## config.mk

```make
export PLATFORM = sky130hd
export DESIGN_NAME = led_strip_pattern_frame_generator
export DESIGN_NICKNAME = d
export VERILOG_FILES = /design/src/hdl/lspfg_pkg.sv /design/src/hdl/led_strip_pattern_frame_generator.sv
export SDC_FILE = /design/constraint.sdc
export NUM_CORES = 2
export LEC_CHECK = 0
export BUFFER_PORTS_ARGS = -buffer_cell sky130_fd_sc_hd__buf_2
export CAP_MARGIN = 30
export CORE_UTILIZATION = 60
export CTS_CLUSTER_SIZE = 28
export DETAILED_ROUTE_END_ITERATION = 12
export GPL_ROUTABILITY_DRIVEN = 0
export PLACE_DENSITY = 0.76
export SYNTH_ARGS = -nofsm -noshare
export SYNTH_HDL_FRONTEND = slang
export SYNTH_SLANG_ARGS = --single-unit
```

## constraint.sdc

```tcl
create_clock -name clk_i -period 14.4 [get_ports clk_i]
set_input_delay 0.72 -clock clk_i [delete_from_list [all_inputs] [get_ports clk_i]]
set_output_delay 0.72 -clock clk_i [all_outputs]
set_load 0.01 [all_outputs]
```

## src/hdl/lspfg_pkg.sv

```systemverilog
`timescale 1ns / 1ps
// Package with the constants and helper functions of the LED strip pattern generator.
package lspfg_pkg;
  localparam int unsigned StripPixels = 64;
  localparam int unsigned FadeSpan    = 4;
  localparam int unsigned CenterIndex = 32;
  localparam int unsigned MaxValue    = 15;
  localparam int unsigned IdxW        = 6;

  localparam logic [1:0] RegMode = 2'd0;
  localparam logic [1:0] RegHue  = 2'd1;
  localparam logic [1:0] RegSat  = 2'd2;

  localparam logic [3:0] ModeRainbow   = 4'd0;
  localparam logic [3:0] ModePulseHold = 4'd1;
  localparam logic [3:0] ModeBreathe   = 4'd2;
  localparam logic [3:0] ModeSingle    = 4'd3;
  localparam logic [3:0] ModeDouble    = 4'd4;
  localparam logic [3:0] ModeBroken    = 4'd5;
  localparam logic [3:0] ModePinwheel  = 4'd6;
  localparam logic [3:0] ModeQuad      = 4'd7;
  localparam logic [3:0] ModeFocPulse  = 4'd8;
  localparam logic [3:0] ModeFocBreath = 4'd9;

  // Circular distance between two pixel positions on the ring.
  function automatic logic [5:0] ring_dist(input logic [5:0] a, input logic [5:0] b);
    logic [5:0] d1;
    logic [5:0] d2;
    d1 = a - b;
    d2 = b - a;
    return (d1 < d2) ? d1 : d2;
  endfunction

  // Linear fade from top at distance zero to nothing at span; narrow table logic.
  function automatic logic [3:0] fade_val(input logic [5:0] x, input logic [4:0] span,
                                          input logic [3:0] top);
    logic [9:0] num;
    logic [9:0] q;
    num = 10'(x) * 10'(top);
    q   = 10'd0;
    case (span)
      5'd1:    q = num;
      5'd2:    q = num >> 1;
      5'd3:    q = 10'((num * 10'd11) >> 5)
                   + 10'(((num - 10'((num*10'd11)>>5)*10'd3) >= 10'd3) ? 1 : 0);
      5'd4:    q = num >> 2;
      default: q = 10'd0;
    endcase
    return (6'(span) > x) ? 4'(10'(top) - q) : 4'd0;
  endfunction

  // Breathing value: s>>4 inside inner, tapering to span, else zero.
  function automatic logic [3:0] breathe_val(input logic [5:0] x, input logic [7:0] s,
                                             input logic [4:0] inner, input logic [4:0] span);
    logic [13:0] p;
    logic [13:0] q;
    p = 14'(s) * 14'(x);
    if (span == 5'd8) q = p >> 3;
    else q = 14'((28'(p) * 28'd4370) >> 16);
    if (x < 6'(inner)) return s[7:4];
    if (x < 6'(span))  return 4'((14'(s) - q) >> 4);
    return 4'd0;
  endfunction
endpackage

```

## src/hdl/led_strip_pattern_frame_generator.sv

```systemverilog
`timescale 1ns / 1ps
// Top level of the LED strip pattern frame generator.
//
// An item on the slave stream is a frame tick carrying the focus position in
// s_axis_tdata[5:0]. The block then runs a small sequencer in two passes over
// the strip. The render pass makes one store write per cycle through a
// shared pixel unit and fills the frame store in every decoded pattern;
// the double, broken, pinwheel and quadrant patterns spend those writes on
// copies of each source pixel, mirrored in part for the quadrant pattern.
// An undecoded mode renders nothing and leaves the pass at once. The emit
// pass reads the store one pixel per cycle, while the receiver takes them,
// through a read register into an output register and sends 64 items on the
// master stream, tlast on the last one. s_axis_tready is high only while the
// block is idle, so a new tick waits until both passes are done. When the
// receiver drops m_axis_tready the emit pass holds: the item in the output
// register stays and the pending read waits in the read register; no item
// is lost. Reset clears the registers to mode 0, hue 0, saturation 15,
// both counters zero and all direction flags rising. The frame store has no
// reset; every decoded mode writes it fully before reading, unknown modes
// re-emit the old frame.
// Configuration writes through cfg_we_i, cfg_idx_i and cfg_data_i belong in
// cycles where the block is idle; a write to the mode register clears both
// counters.
module led_strip_pattern_frame_generator (
  input  logic        clk_i,
  input  logic        rst_ni,
  input  logic        s_axis_tvalid,
  output logic        s_axis_tready,
  input  logic [7:0]  s_axis_tdata,   // [5:0] focus_position
  output logic        m_axis_tvalid,
  input  logic        m_axis_tready,
  output logic [23:0] m_axis_tdata,   // [5:0] pixel_index, [21:6] pixel_word
  output logic        m_axis_tlast,   // frame_last
  input  logic        cfg_we_i,
  input  logic [1:0]  cfg_idx_i,
  input  logic [7:0]  cfg_data_i
);
  localparam logic [1:0] StIdle   = 2'd0;
  localparam logic [1:0] StRender = 2'd1;
  localparam logic [1:0] StEmit   = 2'd2;
  localparam int unsigned StripPixelsC = lspfg_pkg::StripPixels;

  logic [1:0] state_q, state_d;
  logic [3:0] mode_q;
  logic [7:0] hue_q;
  logic [3:0] sat_q;
  logic [7:0] step_q;
  logic [2:0] pulse_q;
  logic [2:0] dir_q;
  logic [5:0] head_q;
  logic [5:0] i_q;     // source pixel of the render pass
  logic [2:0] k_q;     // copy number for copied and mirrored writes
  logic [6:0] rd_q;    // next read address of the emit pass
  logic       rd_pend_q;
  logic [5:0] rd_idx_q;
  logic [15:0] store [StripPixelsC];

  logic [3:0] val;
  logic [5:0] waddr;
  logic       wen;
  logic       last_write;
  logic [2:0] k_last;
  logic [7:0] hue_w;
  logic       out_free;

  // Shared pixel unit: value and address of the current render write.
  always_comb begin
    val = 4'd0; waddr = i_q; hue_w = hue_q; k_last = 3'd0;
    wen = 1'b1;
    case (mode_q)
      lspfg_pkg::ModeRainbow: begin
        hue_w = 8'(((14'(i_q) + 14'(step_q)) * 14'd255) >> 6);
        val = 4'(lspfg_pkg::MaxValue);
      end
      lspfg_pkg::ModePulseHold: val = step_q[7:4];
      lspfg_pkg::ModeBreathe:
        val = lspfg_pkg::breathe_val(lspfg_pkg::ring_dist(i_q, 6'(lspfg_pkg::CenterIndex)),
                                     step_q, 5'd10, 5'd15);
      lspfg_pkg::ModeSingle:
        val = lspfg_pkg::fade_val(lspfg_pkg::ring_dist(i_q, step_q[5:0]), 5'd4, 4'd15);
      lspfg_pkg::ModeDouble: begin
        // i walks 0..15 then 48..63; copy 1 adds or subtracts half the strip.
        if (i_q < 6'd16) val = lspfg_pkg::fade_val(i_q, 5'd4, 4'd15);
        else val = lspfg_pkg::fade_val(6'd0 - i_q, 5'd4, 4'd15);
        waddr = i_q + step_q[5:0] + (k_q[0] ? 6'd32 : 6'd0);
        k_last = 3'd1;
      end
      lspfg_pkg::ModeBroken: begin
        val = lspfg_pkg::fade_val(lspfg_pkg::ring_dist(i_q, step_q[5:0]), 5'd4, 4'd15);
        waddr = {k_q[0], i_q[4:0]};
        k_last = 3'd1;
      end
      lspfg_pkg::ModePinwheel: begin
        val = lspfg_pkg::fade_val(lspfg_pkg::ring_dist(i_q, step_q[5:0]), 5'd2, 4'd15);
        waddr = {k_q, i_q[2:0]};
        k_last = 3'd7;
      end
      lspfg_pkg::ModeQuad: begin
        val = lspfg_pkg::fade_val(lspfg_pkg::ring_dist(i_q, step_q[5:0]), 5'd4, 4'd15);
        case (k_q[1:0])
          2'd0:    waddr = i_q;
          2'd1:    waddr = 6'd31 - i_q;
          2'd2:    waddr = i_q + 6'd32;
          default: waddr = 6'd63 - i_q;
        endcase
        k_last = 3'd3;
      end
      lspfg_pkg::ModeFocPulse:
        val = lspfg_pkg::fade_val(lspfg_pkg::ring_dist(i_q, head_q),
                                  5'(3'd4 - {1'b0, step_q[1:0]}), 4'd15);
      lspfg_pkg::ModeFocBreath:
        val = lspfg_pkg::breathe_val(lspfg_pkg::ring_dist(i_q, head_q), step_q, 5'd8, 5'd8);
      default: wen = 1'b0;
    endcase
    case (mode_q)
      lspfg_pkg::ModeDouble:   last_write = (i_q == 6'd63) && (k_q == k_last);
      lspfg_pkg::ModeBroken:   last_write = (i_q == 6'd31) && (k_q == k_last);
      lspfg_pkg::ModePinwheel: last_write = (i_q == 6'd7) && (k_q == k_last);
      lspfg_pkg::ModeQuad:     last_write = (i_q == 6'd15) && (k_q == k_last);
      default:                 last_write = (i_q == 6'd63);
    endcase
  end

  assign s_axis_tready = (state_q == StIdle);
  assign out_free = !m_axis_tvalid || m_axis_tready;

  always_comb begin
    state_d = state_q;
    case (state_q)
      StIdle:   if (s_axis_tvalid) state_d = StRender;
      StRender: if (last_write || !wen) state_d = StEmit;
      StEmit:   if (rd_q == 7'd64 && !rd_pend_q && out_free) state_d = StIdle;
      default:  state_d = StIdle;
    endcase
  end

  // Frame store: one write port for rendering, one registered read port.
  logic [15:0] rd_data_q;
  logic rd_en;
  assign rd_en = (state_q == StEmit) && rd_q < 7'd64 && (!rd_pend_q || out_free);
  always_ff @(posedge clk_i) begin
    if (state_q == StRender && wen)
      store[waddr] <= {hue_w, sat_q, val};
    if (rd_en) rd_data_q <= store[rd_q[5:0]];
  end

  // Counter update at the end of rendering, shared step arithmetic.
  logic [7:0] step_n;
  logic [2:0] pulse_n;
  logic [2:0] dir_n;
  logic       rise;
  always_comb begin
    step_n = step_q; pulse_n = pulse_q; dir_n = dir_q; rise = 1'b0;
    case (mode_q)
      lspfg_pkg::ModePulseHold: begin
        rise = dir_q[0];
        if (step_q == 8'd255 || step_q == 8'd0) begin
          rise = (step_q == 8'd0);
          if (pulse_q < 3'd4) pulse_n = pulse_q + 3'd1;
        end
        dir_n[0] = rise;
        if (pulse_n < 3'd4) step_n = rise ? step_q + 8'd15 : step_q - 8'd15;
      end
      lspfg_pkg::ModeBreathe: begin
        rise = dir_q[1];
        if (step_q >= 8'd241) rise = 1'b0;
        else if (step_q <= 8'd60) rise = 1'b1;
        dir_n[1] = rise;
        step_n = rise ? step_q + 8'd15 : step_q - 8'd15;
      end
      lspfg_pkg::ModeFocBreath: begin
        rise = dir_q[2];
        if (step_q >= 8'd216) rise = 1'b0;
        else if (step_q <= 8'd80) rise = 1'b1;
        dir_n[2] = rise;
        step_n = rise ? step_q + 8'd40 : step_q - 8'd40;
      end
      lspfg_pkg::ModePinwheel: step_n = {4'd0, step_q[3:0] + 4'd1};
      lspfg_pkg::ModeQuad:     step_n = {3'd0, step_q[4:0] + 5'd1};
      lspfg_pkg::ModeRainbow, lspfg_pkg::ModeSingle, lspfg_pkg::ModeDouble,
      lspfg_pkg::ModeBroken, lspfg_pkg::ModeFocPulse:
        step_n = {2'd0, step_q[5:0] + 6'd1};
      default: ;
    endcase
  end

  always_ff @(posedge clk_i or negedge rst_ni) begin
    if (!rst_ni) begin
      state_q <= StIdle;
      mode_q <= 4'd0; hue_q <= 8'd0; sat_q <= 4'd15;
      step_q <= 8'd0; pulse_q <= 3'd0; dir_q <= 3'b111;
      head_q <= 6'd0; i_q <= 6'd0; k_q <= 3'd0; rd_q <= 7'd0;
      rd_pend_q <= 1'b0; rd_idx_q <= 6'd0; m_axis_tvalid <= 1'b0;
    end else begin
      state_q <= state_d;
      if (state_q == StIdle && s_axis_tvalid) begin
        head_q <= s_axis_tdata[5:0];
        i_q <= (mode_q == lspfg_pkg::ModeDouble) ? 6'd0 : 6'd0;
        k_q <= 3'd0; rd_q <= 7'd0;
      end
      if (state_q == StRender) begin
        if (last_write || !wen) begin
          step_q <= step_n; pulse_q <= pulse_n; dir_q <= dir_n;
        end else if (k_q == k_last) begin
          k_q <= 3'd0;
          i_q <= (mode_q == lspfg_pkg::ModeDouble && i_q == 6'd15) ? 6'd48 : i_q + 6'd1;
        end else begin
          k_q <= k_q + 3'd1;
        end
      end
      if (out_free) m_axis_tvalid <= rd_pend_q;
      if (rd_en) begin
        rd_pend_q <= 1'b1; rd_idx_q <= rd_q[5:0]; rd_q <= rd_q + 7'd1;
      end else if (out_free) rd_pend_q <= 1'b0;
      if (cfg_we_i) begin
        case (cfg_idx_i)
          lspfg_pkg::RegMode: begin
            mode_q <= cfg_data_i[3:0]; step_q <= 8'd0; pulse_q <= 3'd0;
          end
          lspfg_pkg::RegHue: hue_q <= cfg_data_i;
          lspfg_pkg::RegSat: sat_q <= cfg_data_i[3:0];
          default: ;
        endcase
      end
    end
  end

  // Output register, loaded whenever it is free and a read is pending.
  always_ff @(posedge clk_i) begin
    if (out_free && rd_pend_q) begin
      m_axis_tdata <= {2'b00, rd_data_q, rd_idx_q};
      m_axis_tlast <= (rd_idx_q == 6'd63);
    end
  end
endmodule

```

======== Word-level counts from Yosys, hierarchy flattened ========
Memories as Yosys holds them, arrays and structs flattened. A register that Yosys moved wholly into a read port is not among the register bits.
Index checks and enable logic that the tools add are counted.
cells by class
  reductions and logical operators ........ 36
  multiply operators ...................... 10
  eq/ne operators ......................... 30
  multiplexer cells ....................... 93
  magnitude comparators ................... 20
  $add $sub $neg .......................... 36
operator list
  cell                                                                   number
  4-bit 2-to-1 mux                                                       25
  8-bit 2-to-1 mux                                                       11
  6-bit 2-to-1 mux                                                       9
  8-bit one-hot mux with 6 select lines                                  1
  4-bit one-hot mux with 10 select lines                                 1
  3-bit 2-to-1 mux                                                       12
  4-bit subtractor, first input constant                                 7
  6-bit one-hot mux with 4 select lines                                  1
  6-bit subtractor                                                       4
  14-bit by 12-bit multiplier with 23-bit output, second input constant  1
  1-bit 2-to-1 mux                                                       23
  3-bit by 6-bit > comparator with 1-bit output, first input constant    3
  6-bit by 4-bit < comparator with 1-bit output, second input constant   3
  6-bit < comparator                                                     3
  6-bit by 4-bit multiplier with 6-bit output, second input constant     3
  6-bit one-hot mux with 3 select lines                                  1
  4-bit by 3-bit == test with 1-bit output, second input constant        4
  8-bit >= comparator, second input constant                             2
  4-bit one-hot mux with 4 select lines                                  1
  8-bit subtractor                                                       2
  8-bit by 6-bit multiplier with 14-bit output                           1
  9-bit by 8-bit multiplier with 14-bit output, second input constant    1
  7-bit 2-to-1 mux                                                       2
  6-bit by 1-bit adder with 6-bit output, second input constant          2
  62 further kinds                                                       102
storage, ports and cells
  word-level logic and storage cells ...... 244
  memories kept ........................... 1
  output and inout port bits .............. 27
  RAM bits ................................ 1024
  register bits ........................... 85
memories
  name   depth  bits a word  rd ports  clocked after Yosys merged registers in  write ports  line                                     RTL
  store  64     16           1         1                                        1            led_strip_pattern_frame_generator.sv:56  logic [15:0] store [StripPixelsC];

======== Logic depth before layout (Yosys ltp) ========
  word-level depth ........................ 15
  gate-level depth with buffers ........... 52
  depth with buffers taken out ............ 52

======== Worst setup path before layout ========
OpenSTA, ideal clock, no wires.
  path kind ............................... flip-flop to flip-flop
  from .................................... reg i_q[1]
  to ...................................... mem store[0][3] (data pin)
  path buffers ............................ 0
  stages on the path, launching flop included .. 47
  clock period less this slack ............ 13239 ps
  arrival ................................. 12511 ps
  library setup time ...................... 728 ps
  slack ................................... 1161 ps
  cell sequence ........................... dfrtp_1 inv_1 fa_1 xor2_1 inv_1 ha_1 nand2_1 o21ai_0 maj3_2 maj3_2 mux2i_1 ha_1 inv_1 xnor2_1 inv_1 fa_1 inv_1 fa_1 [... 11 more ...] fa_1 ha_1 inv_1 o21bai_1 a21o_1 a21o_1 nor3_1 a31oi_1 nor4_1 nand2_1 ha_1 nand2_1 xor2_1 nor3_1 a21o_1 a222oi_1 o211ai_1 o311ai_1
on the way
  longest elaborated chain between the ends .. 15
ends and longest elaborated chain
  what                                             line                                      RTL
  from (decl)                                      led_strip_pattern_frame_generator.sv:51   logic [5:0] i_q;
  from (signal assigned)                           led_strip_pattern_frame_generator.sv:198  i_q <= (mode_q == lspfg_pkg::ModeDouble) ? 6'd0 : 6'd0;
  from (signal assigned)                           led_strip_pattern_frame_generator.sv:206  i_q <= (mode_q == lspfg_pkg::ModeDouble && i_q == 6'd15) ? 6'd48 : i_q + 6'd1;
  6-bit subtractor, on equally long branches       lspfg_pkg.sv:29, lspfg_pkg.sv:30
  6-bit < comparator                               lspfg_pkg.sv:31                           return (d1 < d2) ? d1 : d2;
  6-bit 2-to-1 mux                                 lspfg_pkg.sv:31
  6-bit by 4-bit multiplier with 10-bit output     lspfg_pkg.sv:39                           num = 10'(x) * 10'(top);
  10-bit by 4-bit multiplier with 10-bit output    lspfg_pkg.sv:45                           + 10'(((num - 10'((num*10'd11)>>5)*10'd3) >= 10'd3) ? 1 : 0);
  5-bit by 2-bit multiplier with 7-bit output      lspfg_pkg.sv:45
  10-bit by 7-bit subtractor with 10-bit output    lspfg_pkg.sv:45
  10-bit by 2-bit >= comparator with 1-bit output  lspfg_pkg.sv:45
  1-bit 2-to-1 mux                                 lspfg_pkg.sv:45
  4-bit by 1-bit adder with 4-bit output           lspfg_pkg.sv:45
  4-bit one-hot mux with 4 select lines            lspfg_pkg.sv:41                           case (span)
  4-bit 2-to-1 mux                                 led_strip_pattern_frame_generator.sv:70   case (mode_q)
  4-bit subtractor                                 lspfg_pkg.sv:49                           return (6'(span) > x) ? 4'(10'(top) - q) : 4'd0;
  4-bit 2-to-1 mux                                 lspfg_pkg.sv:49
  4-bit one-hot mux with 10 select lines (*)       led_strip_pattern_frame_generator.sv:70
  named net val[3]                                 led_strip_pattern_frame_generator.sv:58   logic [3:0] val;
  to (decl)                                        led_strip_pattern_frame_generator.sv:56
The timed path passes the listed nets; every way through them passes the cells marked *. The select of a mux whose other input is x is not followed.

======== Final worst setup path ========
  from .................................... reg i_q[0]
  to ...................................... mem store[37][3] (data pin)
The elaborated chain is that of the path after synthesis.

==> results.sh <==
export IMPL_status="finished clean"
export IMPL_routedWlPerCell_um=29.82
export IMPL_crit_cells=42
export IMPL_worstSetupPathType="flop to flop"
export IMPL_async_reset_ff_share_pct=5.511
export IMPL_numCtsBuffers=106
export IMPL_maxCapViolations=0
export IMPL_cts_root_buf="clkbuf_16"
export IMPL_post_cts_buffers=0
export IMPL_crit_arrival_ns=13.24
export IMPL_crit_family="adder cells"
export IMPL_cts_tree="yes"
export IMPL_drt_iter0_drc=3525
export IMPL_synth_most_common_cell="edfxtp_1"
export IMPL_startpoint_type="flop"
export IMPL_place_area_um2=55080
export IMPL_post_drt_via_cell_ratio=6.692
export IMPL_syn_cell_area_um2=52840
export IMPL_drtPass1Iterations=8
export IMPL_critPathMostFrequentCell="ha_1"
export IMPL_rsz0062_at_grt="false"
export IMPL_grt_start_max_net_pins=66
export IMPL_p_per_area_nw_per_um2=150.1
export IMPL_cts_sinks=1125
export IMPL_hold_viol=0
export IMPL_endpoint="store[37][3]"
export IMPL_synth_edf_count=1063
export IMPL_synth_ff_type="edfxtp_1"
export IMPL_ys_warnings_count=0
export IMPL_gr_usage_all_layers_pct=30.30
export IMPL_antenna_found_initial=3
export IMPL_r2r_start="i_q[0]"
export IMPL_grt_first_pass_wirelength_um=197500
export IMPL_crit_path_max_fanout=64
export IMPL_r2r_setup_slack_ns=1.54
export IMPL_synth_distinct_cells=76
export IMPL_final_antenna_net_count=0
export IMPL_critPathSlowestCell="dfrtp_1"
export IMPL_r2r_cells=42
export IMPL_synth_area_leaders="edfxtp_1 60%, mux4_2 14%, ha_1 5.6%"
export IMPL_portBuffers=45
export IMPL_synth_common_cells="1063 x edfxtp_1, 326 x mux4_2, 235 x ha_1"
export IMPL_hpwl_um=76410
export IMPL_ys_seq_area_share_pct=63.37
export IMPL_max_vdd_ir_drop_mv=0.2348
export IMPL_area_delta_synth_final_pct=11.64
export IMPL_stdcell_count=4452
export IMPL_grt_pass1_vias=30830
export IMPL_hp_class="input pin to asynchronous set/reset pin"
export IMPL_crit_path_end_kind="flop"
export IMPL_r2r_end="store[37][3]"
export IMPL_grt_overflow=0
export IMPL_period_minus_slack_ns=12.86
export IMPL_ctsLongestPathBuffers=3
export IMPL_setup_viol_count_final=0
export IMPL_synth_avg_cell_area_um2=17.25
export IMPL_synth_seq_cells=1125
export IMPL_path_buf_inv=5
export IMPL_fin_area_um2=58990
export IMPL_die_y_um=298.8
export IMPL_hold_buffers=0
export IMPL_syn_inst=3063
export IMPL_p_leak_nw=21.15
export IMPL_final_period_utilization_pct=89.34
export IMPL_clock_skew_ns=0.04142
export IMPL_required_ns=14.77
export IMPL_nets=3571
export IMPL_rows=108
export IMPL_crit_start="i_q[0]"
export IMPL_drive_above_1_share_pct=21.66
export IMPL_drcViolationCount=0
export IMPL_worst_slew_pin_slew_ns=1.073
export IMPL_max_stage_delay_ns=0.90
export IMPL_place_inst=4247
export IMPL_worstSkewPairLatency_ns=0.69
export IMPL_routed_wl_um=132800
export IMPL_fp_dieArea_um2=89250
export IMPL_ctsResizeCount=0
export IMPL_slew_viol_final=0
export IMPL_tns_ns=0
export IMPL_die_x_um=298.8
export IMPL_clk_pin_slew_worst_paths_ns=0.06
export IMPL_vias=29790
export IMPL_io_pins=50
export IMPL_start_util_pct=60.72
export IMPL_coreArea_um2=87020
export IMPL_synth_largest_area_cell="edfxtp_1"
export IMPL_synth_top_area_share_pct=60.41
export IMPL_ctsHtreeMaxLevel=3
export IMPL_fmax_mhz=77.73
export IMPL_relSlewSlack_pct=27.93
routing by layer:
metal | track usage (%) | vias up | share of wire, %
li1 | - | 12190 | -
met1 | 38.86 | 15370 | 36
met2 | 50.81 | 1844 | 50
met3 | 5.969 | 385 | 9.3
met4 | 13.05 | 2 | 4.5
met5 | 0.4233 | - | 0.011
sequential cells by signal, summed over array words and instances, names as in the netlist, 2 cells and up:
register	flops
head_q	6
mode_q	4
rd_idx_q	6
rd_q	7
store	1024
rd_data_q	16
sat_q	4
pulse_q	3
state_q	2
i_q	6
m_axis_tdata	22
dir_q	3
hue_q	8
step_q	8
k_q	3
cells in the final DEF, fill, tap and decap left out, types with 14 or more instances in the layout:
master / instances
o22ai_1: 15
mux2_2: 22
and2_1: 15
nand2_1: 155
dfrtp_1: 51
a31oi_1: 20
xnor2_1: 70
clkinv_2: 25
mux2i_1: 17
inv_1: 200
bufinv_16: 22
clkinv_1: 19
clkbuf_16: 108
xor2_1: 33
ha_1: 235
nand3_1: 31
a21oi_1: 60
o21ai_0: 55
buf_2: 47
a21o_1: 27
buf_4: 100
nor2b_1: 33
edfxtp_1: 1063
nand2b_1: 14
o21bai_1: 15
fa_1: 108
nor2_1: 158
mux4_2: 326
nor3_1: 33
worst min path at each step:
stage                  startpoint                to  depth (start not counted)
floorplan            rd_data_q[4]  m_axis_tdata[10]                          0
global route        cfg_data_i[5]          hue_q[5]                          2
CTS                 cfg_data_i[6]          hue_q[6]                          2
detailed placement  rd_data_q[13]  m_axis_tdata[19]                          0
finish                     rst_ni          hue_q[6]                          2
global placement     rd_data_q[8]  m_axis_tdata[14]                          0
cell families after synthesis:
group / after synthesis / share of synthesized area, %
and+or+nand+nor: 494 / 4.260
xor gates and xnor gates: 105 / 1.781
muxes: 366 / 14.73
other: 1 / 0.007097
DFF: 1125 / 63.37
AOI/OAI and AO/OA: 301 / 3.822
adders and majority gates: 345 / 9.699
buffers and inverters: 326 / 2.335
layout make-up:
| class | instances | area, um2 |
|---|---|---|
| flip-flops and latches | 1125 | 33500 |
| fillers | 5373 | 28040 |
| multi-input cells | 1613 | 18250 |
| clock buffers | 119 | 2744 |
| well taps | 1155 | 1445 |
| repair buffers | 158 | 1250 |
| clock inverters | 80 | 1047 |
| inverters | 201 | 754.5 |
| diodes | 1 | 2.502 |
report_power, final:
part / switching, mW / internal (mW)
logic: 1.12 / 0.759
registers: 0.0830 / 3.85
clock network: 1.26 / 1.78
metrics by stage:
stage | total power, mW | hold slack (ns) | utilization [%] | setup slack, ns
6_report | 8.854 | 0.2503 | 67.78 | 1.535
2_1_floorplan | 5.196 | 0.4003 | - | 1.161
4_1_cts | 8.856 | 0.2503 | 67.65 | 1.571
3_3_place_gp | 5.731 | 0.4065 | 63.11 | 1.926
5_1_grt | 9.111 | 0.2671 | 67.78 | 0.7363
3_5_place_dp | 5.817 | 0.4045 | 63.29 | 1.655
Power figures use the tool's default switching activity.
